**config.mk**
```make
export PLATFORM = sky130hd
export DESIGN_NAME = peak_hold_level_meter_unit
export DESIGN_NICKNAME = d
export VERILOG_FILES = /design/src/rtl/phlm_pkg.sv /design/src/rtl/phlm_seq.sv /design/src/rtl/peak_hold_level_meter_unit.sv
export VERILOG_INCLUDE_DIRS = /design/src /design/src/rtl
export SDC_FILE = /design/constraint.sdc
export NUM_CORES = 1
export LEC_CHECK = 0
export BUFFER_PORTS_ARGS = -buffer_cell sky130_fd_sc_hd__buf_2
export CAP_MARGIN = 20
export CORE_UTILIZATION = 45
export CTS_CLUSTER_DIAMETER = 30
export DETAILED_ROUTE_END_ITERATION = 12
export MAX_ROUTING_LAYER = met4
export PLACE_DENSITY = 0.69
export SLEW_MARGIN = 20
export SYNTH_ARGS = -nofsm -noshare
export SYNTH_HDL_FRONTEND = slang
export SYNTH_SLANG_ARGS = --single-unit
```
**constraint.sdc**
```tcl
create_clock -name clk -period 9.64 [get_ports clk]
set_clock_uncertainty 0.15 [all_clocks]
set_input_delay 0.964 -clock clk [delete_from_list [all_inputs] [get_ports clk]]
set_output_delay 0.964 -clock clk [all_outputs]
set_load 0.01 [all_outputs]
```
**src/rtl/peak_hold_level_meter_unit_defines.svh**
```systemverilog
// ----------------------------------------------------------------------------
// Peak-hold level meter: assertion macros
// Shared property shapes, clocked on clk and disabled while arst_n is low.
// ----------------------------------------------------------------------------
`ifndef PEAK_HOLD_LEVEL_METER_UNIT_DEFINES_SVH
`define PEAK_HOLD_LEVEL_METER_UNIT_DEFINES_SVH

// Same-cycle implication
`define PHLM_ASSERT_NOW(label, ante, cons, msg) \
	label: assert property (@(posedge clk) disable iff (!arst_n) (ante) |-> (cons)) \
		else $error(msg);

// Next-cycle implication
`define PHLM_ASSERT_NEXT(label, ante, cons, msg) \
	label: assert property (@(posedge clk) disable iff (!arst_n) (ante) |=> (cons)) \
		else $error(msg);

`endif

```
**src/rtl/phlm_pkg.sv**
```systemverilog
// ----------------------------------------------------------------------------
// Peak-hold level meter package
// Field widths, register indexes, microcode encoding and the control store.
// ----------------------------------------------------------------------------
`default_nettype none

package phlm_pkg;

	// Field and register widths
	localparam int LEVEL_W = 16;
	localparam int ELAPSED_W = 16;
	localparam int POS_W = 12;
	localparam int HOLD_W = 12;
	localparam int STEP_REG_W = 10;
	localparam int PERIOD_W = 10;
	localparam int CFG_IDX_W = 2;
	localparam int CFG_DATA_W = 12;
	localparam int PROD_W = LEVEL_W + POS_W;
	localparam int BAR_SHIFT = 15;
	localparam int NUM_W = ELAPSED_W + STEP_REG_W;
	localparam int DROP_W = NUM_W + 1;
	localparam int CNT_W = 5;

	// Register indexes
	localparam logic [CFG_IDX_W-1:0] REG_POSITIONS = 2'd0;
	localparam logic [CFG_IDX_W-1:0] REG_HOLD_TIME = 2'd1;
	localparam logic [CFG_IDX_W-1:0] REG_FALL_STEP = 2'd2;
	localparam logic [CFG_IDX_W-1:0] REG_FALL_PERIOD = 2'd3;

	// Register reset values
	localparam logic [POS_W-1:0] RST_POSITIONS = 12'd128;
	localparam logic [HOLD_W-1:0] RST_HOLD_TIME = 12'd400;
	localparam logic [STEP_REG_W-1:0] RST_FALL_STEP = 10'd1;
	localparam logic [PERIOD_W-1:0] RST_FALL_PERIOD = 10'd20;

	// Datapath operations
	localparam int OP_W = 4;
	localparam logic [OP_W-1:0] OP_NOP = 4'd0;
	localparam logic [OP_W-1:0] OP_LOAD = 4'd1;
	localparam logic [OP_W-1:0] OP_MULBAR = 4'd2;
	localparam logic [OP_W-1:0] OP_PEAK = 4'd3;
	localparam logic [OP_W-1:0] OP_HOLD = 4'd4;
	localparam logic [OP_W-1:0] OP_MULFALL = 4'd5;
	localparam logic [OP_W-1:0] OP_DIV = 4'd6;
	localparam logic [OP_W-1:0] OP_FALL = 4'd7;
	localparam logic [OP_W-1:0] OP_EMIT = 4'd8;

	// Jump conditions
	localparam int COND_W = 3;
	localparam logic [COND_W-1:0] C_NONE = 3'd0;
	localparam logic [COND_W-1:0] C_NOREQ = 3'd1;
	localparam logic [COND_W-1:0] C_HOLD_LIVE = 3'd2;
	localparam logic [COND_W-1:0] C_CNT_NZ = 3'd3;
	localparam logic [COND_W-1:0] C_OUT_BUSY = 3'd4;
	localparam logic [COND_W-1:0] C_ALWAYS = 3'd5;

	// Program steps
	localparam int STEP_W = 4;
	localparam logic [STEP_W-1:0] S_IDLE = 4'd0;
	localparam logic [STEP_W-1:0] S_MULBAR = 4'd1;
	localparam logic [STEP_W-1:0] S_PEAK = 4'd2;
	localparam logic [STEP_W-1:0] S_HOLD = 4'd3;
	localparam logic [STEP_W-1:0] S_MULFALL = 4'd4;
	localparam logic [STEP_W-1:0] S_DIV = 4'd5;
	localparam logic [STEP_W-1:0] S_FALL = 4'd6;
	localparam logic [STEP_W-1:0] S_EMIT = 4'd7;
	localparam logic [STEP_W-1:0] S_RET = 4'd8;

	typedef struct packed {
		logic [OP_W-1:0] op;
		logic [COND_W-1:0] cond;
		logic [STEP_W-1:0] target;
	} ctl_t;

	typedef struct packed {
		logic in_valid;
		logic hold_live;
		logic cnt_nz;
		logic out_busy;
	} status_t;

	// Control store: jump to target when cond holds, else advance
	function automatic ctl_t ucode_rom(input logic [STEP_W-1:0] step);
		ctl_t w;
		case (step)
			S_IDLE: w = '{op: OP_LOAD, cond: C_NOREQ, target: S_IDLE};
			S_MULBAR: w = '{op: OP_MULBAR, cond: C_NONE, target: S_IDLE};
			S_PEAK: w = '{op: OP_PEAK, cond: C_NONE, target: S_IDLE};
			S_HOLD: w = '{op: OP_HOLD, cond: C_HOLD_LIVE, target: S_EMIT};
			S_MULFALL: w = '{op: OP_MULFALL, cond: C_NONE, target: S_IDLE};
			S_DIV: w = '{op: OP_DIV, cond: C_CNT_NZ, target: S_DIV};
			S_FALL: w = '{op: OP_FALL, cond: C_NONE, target: S_IDLE};
			S_EMIT: w = '{op: OP_EMIT, cond: C_OUT_BUSY, target: S_EMIT};
			S_RET: w = '{op: OP_NOP, cond: C_ALWAYS, target: S_IDLE};
			default: w = '{op: OP_NOP, cond: C_ALWAYS, target: S_IDLE};
		endcase
		return w;
	endfunction

endpackage

`default_nettype wire

```
**src/rtl/phlm_seq.sv**
```systemverilog
// ----------------------------------------------------------------------------
// Peak-hold level meter sequencer
// Step counter over the control store with conditional jumps.
// ----------------------------------------------------------------------------
`default_nettype none

module phlm_seq (
	input  wire logic             clk,
	input  wire logic             arst_n,
	input  wire phlm_pkg::status_t st,
	output phlm_pkg::ctl_t        ctl,
	output logic                  busy
);

	logic [phlm_pkg::STEP_W-1:0] step_q;
	logic take_jump;

	// Fetch the control word of the current step
	assign ctl = phlm_pkg::ucode_rom(step_q);
	assign busy = (step_q != phlm_pkg::S_IDLE);

	// Select the jump condition
	always_comb begin
		case (ctl.cond)
			phlm_pkg::C_NONE: take_jump = 1'b0;
			phlm_pkg::C_NOREQ: take_jump = !st.in_valid;
			phlm_pkg::C_HOLD_LIVE: take_jump = st.hold_live;
			phlm_pkg::C_CNT_NZ: take_jump = st.cnt_nz;
			phlm_pkg::C_OUT_BUSY: take_jump = st.out_busy;
			phlm_pkg::C_ALWAYS: take_jump = 1'b1;
			default: take_jump = 1'b1;
		endcase
	end

	// Advance or jump
	always_ff @(posedge clk or negedge arst_n) begin
		if (!arst_n) begin
			step_q <= phlm_pkg::S_IDLE;
		end else if (take_jump) begin
			step_q <= ctl.target;
		end else begin
			step_q <= step_q + 1'b1;
		end
	end

endmodule

`default_nettype wire

```
**src/rtl/peak_hold_level_meter_unit.sv**
```systemverilog
// ----------------------------------------------------------------------------
// Peak-hold level meter unit
// Scales a level to a bar index and tracks a held, then falling, peak.
// ----------------------------------------------------------------------------
// Usage:
//   Input channel (in_valid/in_stall) carries level (Q1.15) and elapsed_ms.
//   Output channel (out_valid/out_stall) returns bar_index and peak_position,
//   one result per request, in order.
//   Registers are written through cfg_we/cfg_index/cfg_data while idle.
// Sequence:
//   A request that keeps its peak on hold goes from its load step through the
//   bar multiply, peak and hold steps to emit, which fills the output register.
//   One whose hold has run out goes on through the fall multiply, a bit-serial
//   divider (one quotient bit per cycle over 26 bits) and the fall step before
//   emit.
//   in_stall is high from acceptance until the result has moved into the
//   output register and the program has returned to its idle step.
// Reset:
//   Peak and hold countdown clear to zero; registers take their defaults
//   (128 positions, 400 ms hold, step 1, period 20 ms); no result is valid.
// Stall:
//   A finished result waits in the output register; the program waits at
//   its emit step until that register is free.
// ----------------------------------------------------------------------------
`default_nettype none

`include "peak_hold_level_meter_unit_defines.svh"

module peak_hold_level_meter_unit (
	input  wire logic                                clk,
	input  wire logic                                arst_n,
	input  wire logic                                in_valid,
	output logic                                     in_stall,
	input  wire logic [phlm_pkg::LEVEL_W-1:0]        level,
	input  wire logic [phlm_pkg::ELAPSED_W-1:0]      elapsed_ms,
	output logic                                     out_valid,
	input  wire logic                                out_stall,
	output logic [phlm_pkg::POS_W-1:0]               bar_index,
	output logic [phlm_pkg::POS_W-1:0]               peak_position,
	input  wire logic                                cfg_we,
	input  wire logic [phlm_pkg::CFG_IDX_W-1:0]      cfg_index,
	input  wire logic [phlm_pkg::CFG_DATA_W-1:0]     cfg_data
);

	// Configuration registers
	logic [phlm_pkg::POS_W-1:0] positions_q;
	logic [phlm_pkg::HOLD_W-1:0] hold_time_q;
	logic [phlm_pkg::STEP_REG_W-1:0] fall_step_q;
	logic [phlm_pkg::PERIOD_W-1:0] fall_period_q;

	// Datapath registers
	logic [phlm_pkg::LEVEL_W-1:0] level_q;
	logic [phlm_pkg::ELAPSED_W-1:0] elapsed_q;
	logic [phlm_pkg::PROD_W-phlm_pkg::BAR_SHIFT-1:0] prod_q;
	logic [phlm_pkg::POS_W-1:0] bar_q;
	logic [phlm_pkg::POS_W-1:0] peak_q;
	logic [phlm_pkg::HOLD_W-1:0] hold_q;
	logic [phlm_pkg::NUM_W-1:0] num_q;
	logic [phlm_pkg::PERIOD_W-1:0] rem_q;
	logic [phlm_pkg::CNT_W-1:0] cnt_q;
	logic out_valid_q;
	logic [phlm_pkg::POS_W-1:0] bar_out_q;
	logic [phlm_pkg::POS_W-1:0] peak_out_q;

	// Sequencer interface
	phlm_pkg::ctl_t ctl;
	phlm_pkg::status_t st;
	logic busy;

	// Combinational datapath
	logic [phlm_pkg::LEVEL_W-1:0] mul_a;
	logic [phlm_pkg::POS_W-1:0] mul_b;
	logic [phlm_pkg::PROD_W-1:0] product;
	logic [phlm_pkg::PROD_W-phlm_pkg::BAR_SHIFT-1:0] bar_raw;
	logic [phlm_pkg::POS_W-1:0] bar_clamped;
	logic hold_live;
	logic [phlm_pkg::PERIOD_W-1:0] period_eff;
	logic [phlm_pkg::PERIOD_W:0] rem_shift;
	logic rem_ge;
	logic [phlm_pkg::DROP_W-1:0] drop;
	logic out_busy;

	phlm_seq u_seq (
		.clk    (clk),
		.arst_n (arst_n),
		.st     (st),
		.ctl    (ctl),
		.busy   (busy)
	);

	assign in_stall = busy;
	assign out_busy = out_valid_q && out_stall;
	assign st = '{in_valid: in_valid, hold_live: hold_live,
		cnt_nz: (cnt_q != '0), out_busy: out_busy};

	// Share one multiplier between the bar scale and the fall numerator
	always_comb begin
		if (ctl.op == phlm_pkg::OP_MULBAR) begin
			mul_a = level_q;
			mul_b = positions_q;
		end else begin
			mul_a = elapsed_q;
			mul_b = {{(phlm_pkg::POS_W-phlm_pkg::STEP_REG_W){1'b0}}, fall_step_q};
		end
	end
	assign product = phlm_pkg::PROD_W'(mul_a) * phlm_pkg::PROD_W'(mul_b);

	// Clamp the scaled level to full scale
	assign bar_raw = prod_q;
	assign bar_clamped = (bar_raw > {1'b0, positions_q}) ? positions_q
		: bar_raw[phlm_pkg::POS_W-1:0];

	// Hold still running after this request's elapsed time
	assign hold_live = ({{(phlm_pkg::ELAPSED_W-phlm_pkg::HOLD_W){1'b0}}, hold_q} > elapsed_q);

	// Divider step: a zero period counts as one
	assign period_eff = (fall_period_q == '0) ? {{(phlm_pkg::PERIOD_W-1){1'b0}}, 1'b1}
		: fall_period_q;
	assign rem_shift = {rem_q, num_q[phlm_pkg::NUM_W-1]};
	assign rem_ge = (rem_shift >= {1'b0, period_eff});

	// Round the quotient up
	assign drop = {1'b0, num_q} + {{(phlm_pkg::DROP_W-1){1'b0}}, (rem_q != '0)};

	// Configuration writes
	always_ff @(posedge clk or negedge arst_n) begin
		if (!arst_n) begin
			positions_q <= phlm_pkg::RST_POSITIONS;
			hold_time_q <= phlm_pkg::RST_HOLD_TIME;
			fall_step_q <= phlm_pkg::RST_FALL_STEP;
			fall_period_q <= phlm_pkg::RST_FALL_PERIOD;
		end else if (cfg_we) begin
			case (cfg_index)
				phlm_pkg::REG_POSITIONS: positions_q <= cfg_data[phlm_pkg::POS_W-1:0];
				phlm_pkg::REG_HOLD_TIME: hold_time_q <= cfg_data[phlm_pkg::HOLD_W-1:0];
				phlm_pkg::REG_FALL_STEP: fall_step_q <= cfg_data[phlm_pkg::STEP_REG_W-1:0];
				phlm_pkg::REG_FALL_PERIOD: fall_period_q <= cfg_data[phlm_pkg::PERIOD_W-1:0];
				default: ;
			endcase
		end
	end

	// Peak state and countdown
	always_ff @(posedge clk or negedge arst_n) begin
		if (!arst_n) begin
			peak_q <= '0;
			hold_q <= '0;
		end else begin
			case (ctl.op)
				phlm_pkg::OP_PEAK: begin
					if (bar_clamped > peak_q) begin
						peak_q <= bar_clamped;
						hold_q <= hold_time_q;
					end
				end
				phlm_pkg::OP_HOLD: begin
					if (hold_live) begin
						hold_q <= hold_q - elapsed_q[phlm_pkg::HOLD_W-1:0];
					end else begin
						hold_q <= '0;
					end
				end
				phlm_pkg::OP_FALL: begin
					if (drop >= {{(phlm_pkg::DROP_W-phlm_pkg::POS_W){1'b0}}, peak_q}) begin
						peak_q <= '0;
					end else begin
						peak_q <= peak_q - drop[phlm_pkg::POS_W-1:0];
					end
				end
				default: ;
			endcase
		end
	end

	// Working registers of the datapath
	always_ff @(posedge clk) begin
		case (ctl.op)
			phlm_pkg::OP_LOAD: begin
				level_q <= level;
				elapsed_q <= elapsed_ms;
			end
			phlm_pkg::OP_MULBAR: prod_q <= product[phlm_pkg::PROD_W-1:phlm_pkg::BAR_SHIFT];
			phlm_pkg::OP_PEAK: bar_q <= bar_clamped;
			phlm_pkg::OP_MULFALL: begin
				num_q <= product[phlm_pkg::NUM_W-1:0];
				rem_q <= '0;
			end
			phlm_pkg::OP_DIV: begin
				num_q <= {num_q[phlm_pkg::NUM_W-2:0], rem_ge};
				if (rem_ge) begin
					rem_q <= rem_shift[phlm_pkg::PERIOD_W-1:0]
						- period_eff;
				end else begin
					rem_q <= rem_shift[phlm_pkg::PERIOD_W-1:0];
				end
			end
			default: ;
		endcase
	end

	// Divider bit counter
	always_ff @(posedge clk or negedge arst_n) begin
		if (!arst_n) begin
			cnt_q <= '0;
		end else if (ctl.op == phlm_pkg::OP_MULFALL) begin
			cnt_q <= phlm_pkg::CNT_W'(phlm_pkg::NUM_W - 1);
		end else if (ctl.op == phlm_pkg::OP_DIV && cnt_q != '0) begin
			cnt_q <= cnt_q - 1'b1;
		end
	end

	// Output register: load on emit, drop once taken
	always_ff @(posedge clk or negedge arst_n) begin
		if (!arst_n) begin
			out_valid_q <= 1'b0;
		end else if (ctl.op == phlm_pkg::OP_EMIT && !out_busy) begin
			out_valid_q <= 1'b1;
		end else if (!out_stall) begin
			out_valid_q <= 1'b0;
		end
	end

	always_ff @(posedge clk) begin
		if (ctl.op == phlm_pkg::OP_EMIT && !out_busy) begin
			bar_out_q <= bar_q;
			peak_out_q <= peak_q;
		end
	end

	assign out_valid = out_valid_q;
	assign bar_index = bar_out_q;
	assign peak_position = peak_out_q;

	// Checks
	`PHLM_ASSERT_NEXT(a_accept_then_busy, in_valid && !in_stall, in_stall,
		"request accepted but input not stalled next cycle")
	`PHLM_ASSERT_NOW(a_bar_in_scale, out_valid, bar_index <= positions_q,
		"bar index above full scale")
	`PHLM_ASSERT_NOW(a_rem_below_period, ctl.op == phlm_pkg::OP_FALL, rem_q < period_eff,
		"divider remainder not below period")

endmodule

`default_nettype wire

```
==> results.ini <==
[placement]
dpl.cell_count=2249
place.gp.congestion=0.941
portBuffers=76
dp_hpwl_mm=32.7

[cells_and_area]
n_fill_cell=3308
area_growth_pct=9.11
drive_above_1_share_pct=11.2
layout.cells.non_filler=2281
seqCellArea_um2=5470
multi_input_area_um2=10100
antenna_cells=0
nNetsFinal=2138

[yosys]
yosys_warnings=0
seq_area_frac_synth_pct=32.5
syn_area_per_cell_um2=9.72
ys_types=65
synthXorXnorAreaFrac_pct=3.07
syn_area_um2=16800
ys_seq_elements=195
synthAdderAreaFrac_pct=27.7
synthFlopType=edfxtp_1
synthArstFlopShare_pct=40.0
synth_top_family_by_area=adder cells
synthCells=1732
synth_compound_area_share_pct=8.98
synth_edf_count=117
yosys.area_share.simple_pct=14.8
synthMuxAreaShare_pct=5.58
syn_nets=2070

[clocking]
cts_setup_buffers=0
clkTransAtPathRegs_ps=80
clk_path_buf_depth=2
cts_resized=0
htreeDepth=4
cts_buffers=17
clock_latency_ps=470
clock_sinks=195
clockRootBuffer=clkbuf_16
hold_buffers=0
cts_tree=built

[timing]
setup-tns-final_ps=0
setup_viol=0
tightest_slew_ps=935
slew_headroom_pct=37.2
finalHoldViolCount=0
rsz0062_at_grt=no
fmax_mhz=117
hold_ws_ps=180
fin_crit_ps=8570
maxSlewViolCount=0
finalCritPeriodShare_pct=88.9

[global_route]
grt_max_degree=69
grt_first_pass_wirelength_mm=66.9
grt_pass1_vias=12600
overflow=0
grt_usage_pct=23.4
antenna_found_initial=0

[detailed_routing]
ant_nets=0
first_pass_iters=5
drc=0
viasPerCell=5.49
wl_per_cell_um=18.2
vias=12500
wirelength_mm=41.4
drtIter0Drc=859

[setup_path]
crit_fanout=42
worstSetupPathType=reg -> reg
reg2reg_depth=25
start_kind=flop
cp.required_ps=9710
critPathCaptureType=flop
crit_arrival_ps=8640

[die]
die_y_um=195
fp.dieW_um=195
num_rows=70
dieArea_um2=38200
ios=77
core_um2=36700
start_util_pct=45.9

[run]
maxCapViolations=0

[run_status]
run_status=complete, no violations

[hold_path]
min_path_type=in -> async

per-stage QoR:
| step | setup slack (ps) | util (%) | instance area [um^2] |
|---|---|---|---|
| after floorplan | 1620 | - | 16800 |
| after global placement | 1430 | 48.5 | 17800 |
| after detailed placement | 1150 | 48.5 | 17800 |
| after CTS | 1120 | 50.0 | 18400 |
| after global routing | 590 | 50.0 | 18400 |
| final | 1070 | 50.0 | 18400 |
cell usage in the layout, fill, tap and decap left out, types with 8 or more instances in the layout:
cell type | Yosys | layout
mux2i_1 | 42 | 42
nor2b_1 | 15 | 15
edfxtp_1 | 117 | 117
xor2_1 | 23 | 23
xnor2_1 | 36 | 36
a21o_1 | 23 | 23
ha_1 | 144 | 144
o21a_1 | 8 | 8
a21oi_1 | 61 | 60
nand2b_1 | 9 | 9
nand4_1 | 14 | 14
nand2_1 | 244 | 244
and2_1 | 25 | 25
clkbuf_16 | 0 | 17
o22a_1 | 12 | 12
buf_4 | 0 | 25
o21ai_1 | 15 | 15
nor3_1 | 20 | 20
buf_2 | 1 | 75
nand3_1 | 38 | 38
o21ai_0 | 64 | 64
nor2_1 | 95 | 94
dfrtp_1 | 71 | 71
inv_1 | 276 | 275
mux2_2 | 46 | 46
fa_1 | 143 | 143
and3_1 | 27 | 27
or3_1 | 9 | 9
worst paths after layout:
| path | start | slack, ps | end |
|---|---|---|---|
| worst min-delay path | arst_n | 180 | peak_q[11]$_DFFE_PN0P_ |
| worst min register to register | bar_q[6]$_DFFE_PN_ | 270 | bar_index[6]$_DFFE_PP_ |
| min in group clk | bar_q[6]$_DFFE_PN_ | 270 | bar_index[6]$_DFFE_PP_ |
| worst max register to register | u_seq.step_q[0]$_DFF_PN0_ | 1070 | num_q[25]$_DFFE_PP_ |
| max in group asynchronous | arst_n | 7980 | hold_time_q[0]$_DFFE_PN0P_ |
| worst max-delay path | u_seq.step_q[0]$_DFF_PN0_ | 1070 | num_q[25]$_DFFE_PP_ |
flip-flops by register name, indices dropped and copies added (netlist names):
register       flops
fall_step_q       10
u_seq.step_q       4
peak_q            12
positions_q       12
peak_position     12
bar_index         12
level_q           16
bar_q             12
fall_period_q     10
rem_q             10
elapsed_q         16
hold_q            12
hold_time_q       12
bar_raw           13
cnt_q              5
out_valid          1
num_q             26
worst max-delay path: stages, from the launching register on:
cell	delay [ps]
dfrtp_1	510
ha_1	300
ha_1	230
nor2_1	240
nand3_1	160
or2_2	360
inv_2	500
buf_4	390
mux2i_1	590
nor2_1	120
fa_1	510
fa_1	530
inv_1	60
fa_1	470
fa_1	520
fa_1	540
inv_1	40
ha_1	340
or3_1	350
o21ai_0	140
o21bai_1	160
inv_1	70
a22o_1	290
a211oi_1	360
xnor2_1	140
mux2_2	270
cells by family (layout without fill, tap and decap cells):
family,Yosys count,count (layout)
AO/OA/AOI/OAI,242,242
multiplexers,88,88
adder cells (fa/ha/maj),287,287
flip-flops,195,195
XOR/XNOR,59,59
AND/OR/NAND/NOR,534,534
buffers and inverters,327,408
Yosys cell counts (42+ instances only):
cell type	number	area (um^2)
fa_1	143	2860
nor2_1	95	357
inv_1	276	1040
edfxtp_1	117	3510
o21ai_0	64	320
nand2_1	244	916
dfrtp_1	71	1780
mux2i_1	42	420
a21oi_1	61	305
clkbuf_1	47	176
mux2_2	46	518
ha_1	144	1800
metal layers:
layer,routed length [um],global-route usage (%),up-vias
met1,17900,29.7,6136
met5,0,-,-
met4,966,6.97,0
li1,-,-,5912
met3,2630,4.02,56
met2,19900,38.3,421
final cells by class:
| type | count | area share, % |
|---|---|---|
| multi-input combinational | 1210 | 55.2 |
| sequential | 195 | 29.8 |
| inverter | 276 | 5.64 |
| tap | 468 | 3.19 |
| timing repair buffer | 100 | 3.07 |
| clock buffer | 20 | 2.44 |
| clock inverter | 12 | 0.620 |
Power is not shown: default switching activity piles up to over one toggle a cycle in this logic, so the estimate is an artifact.
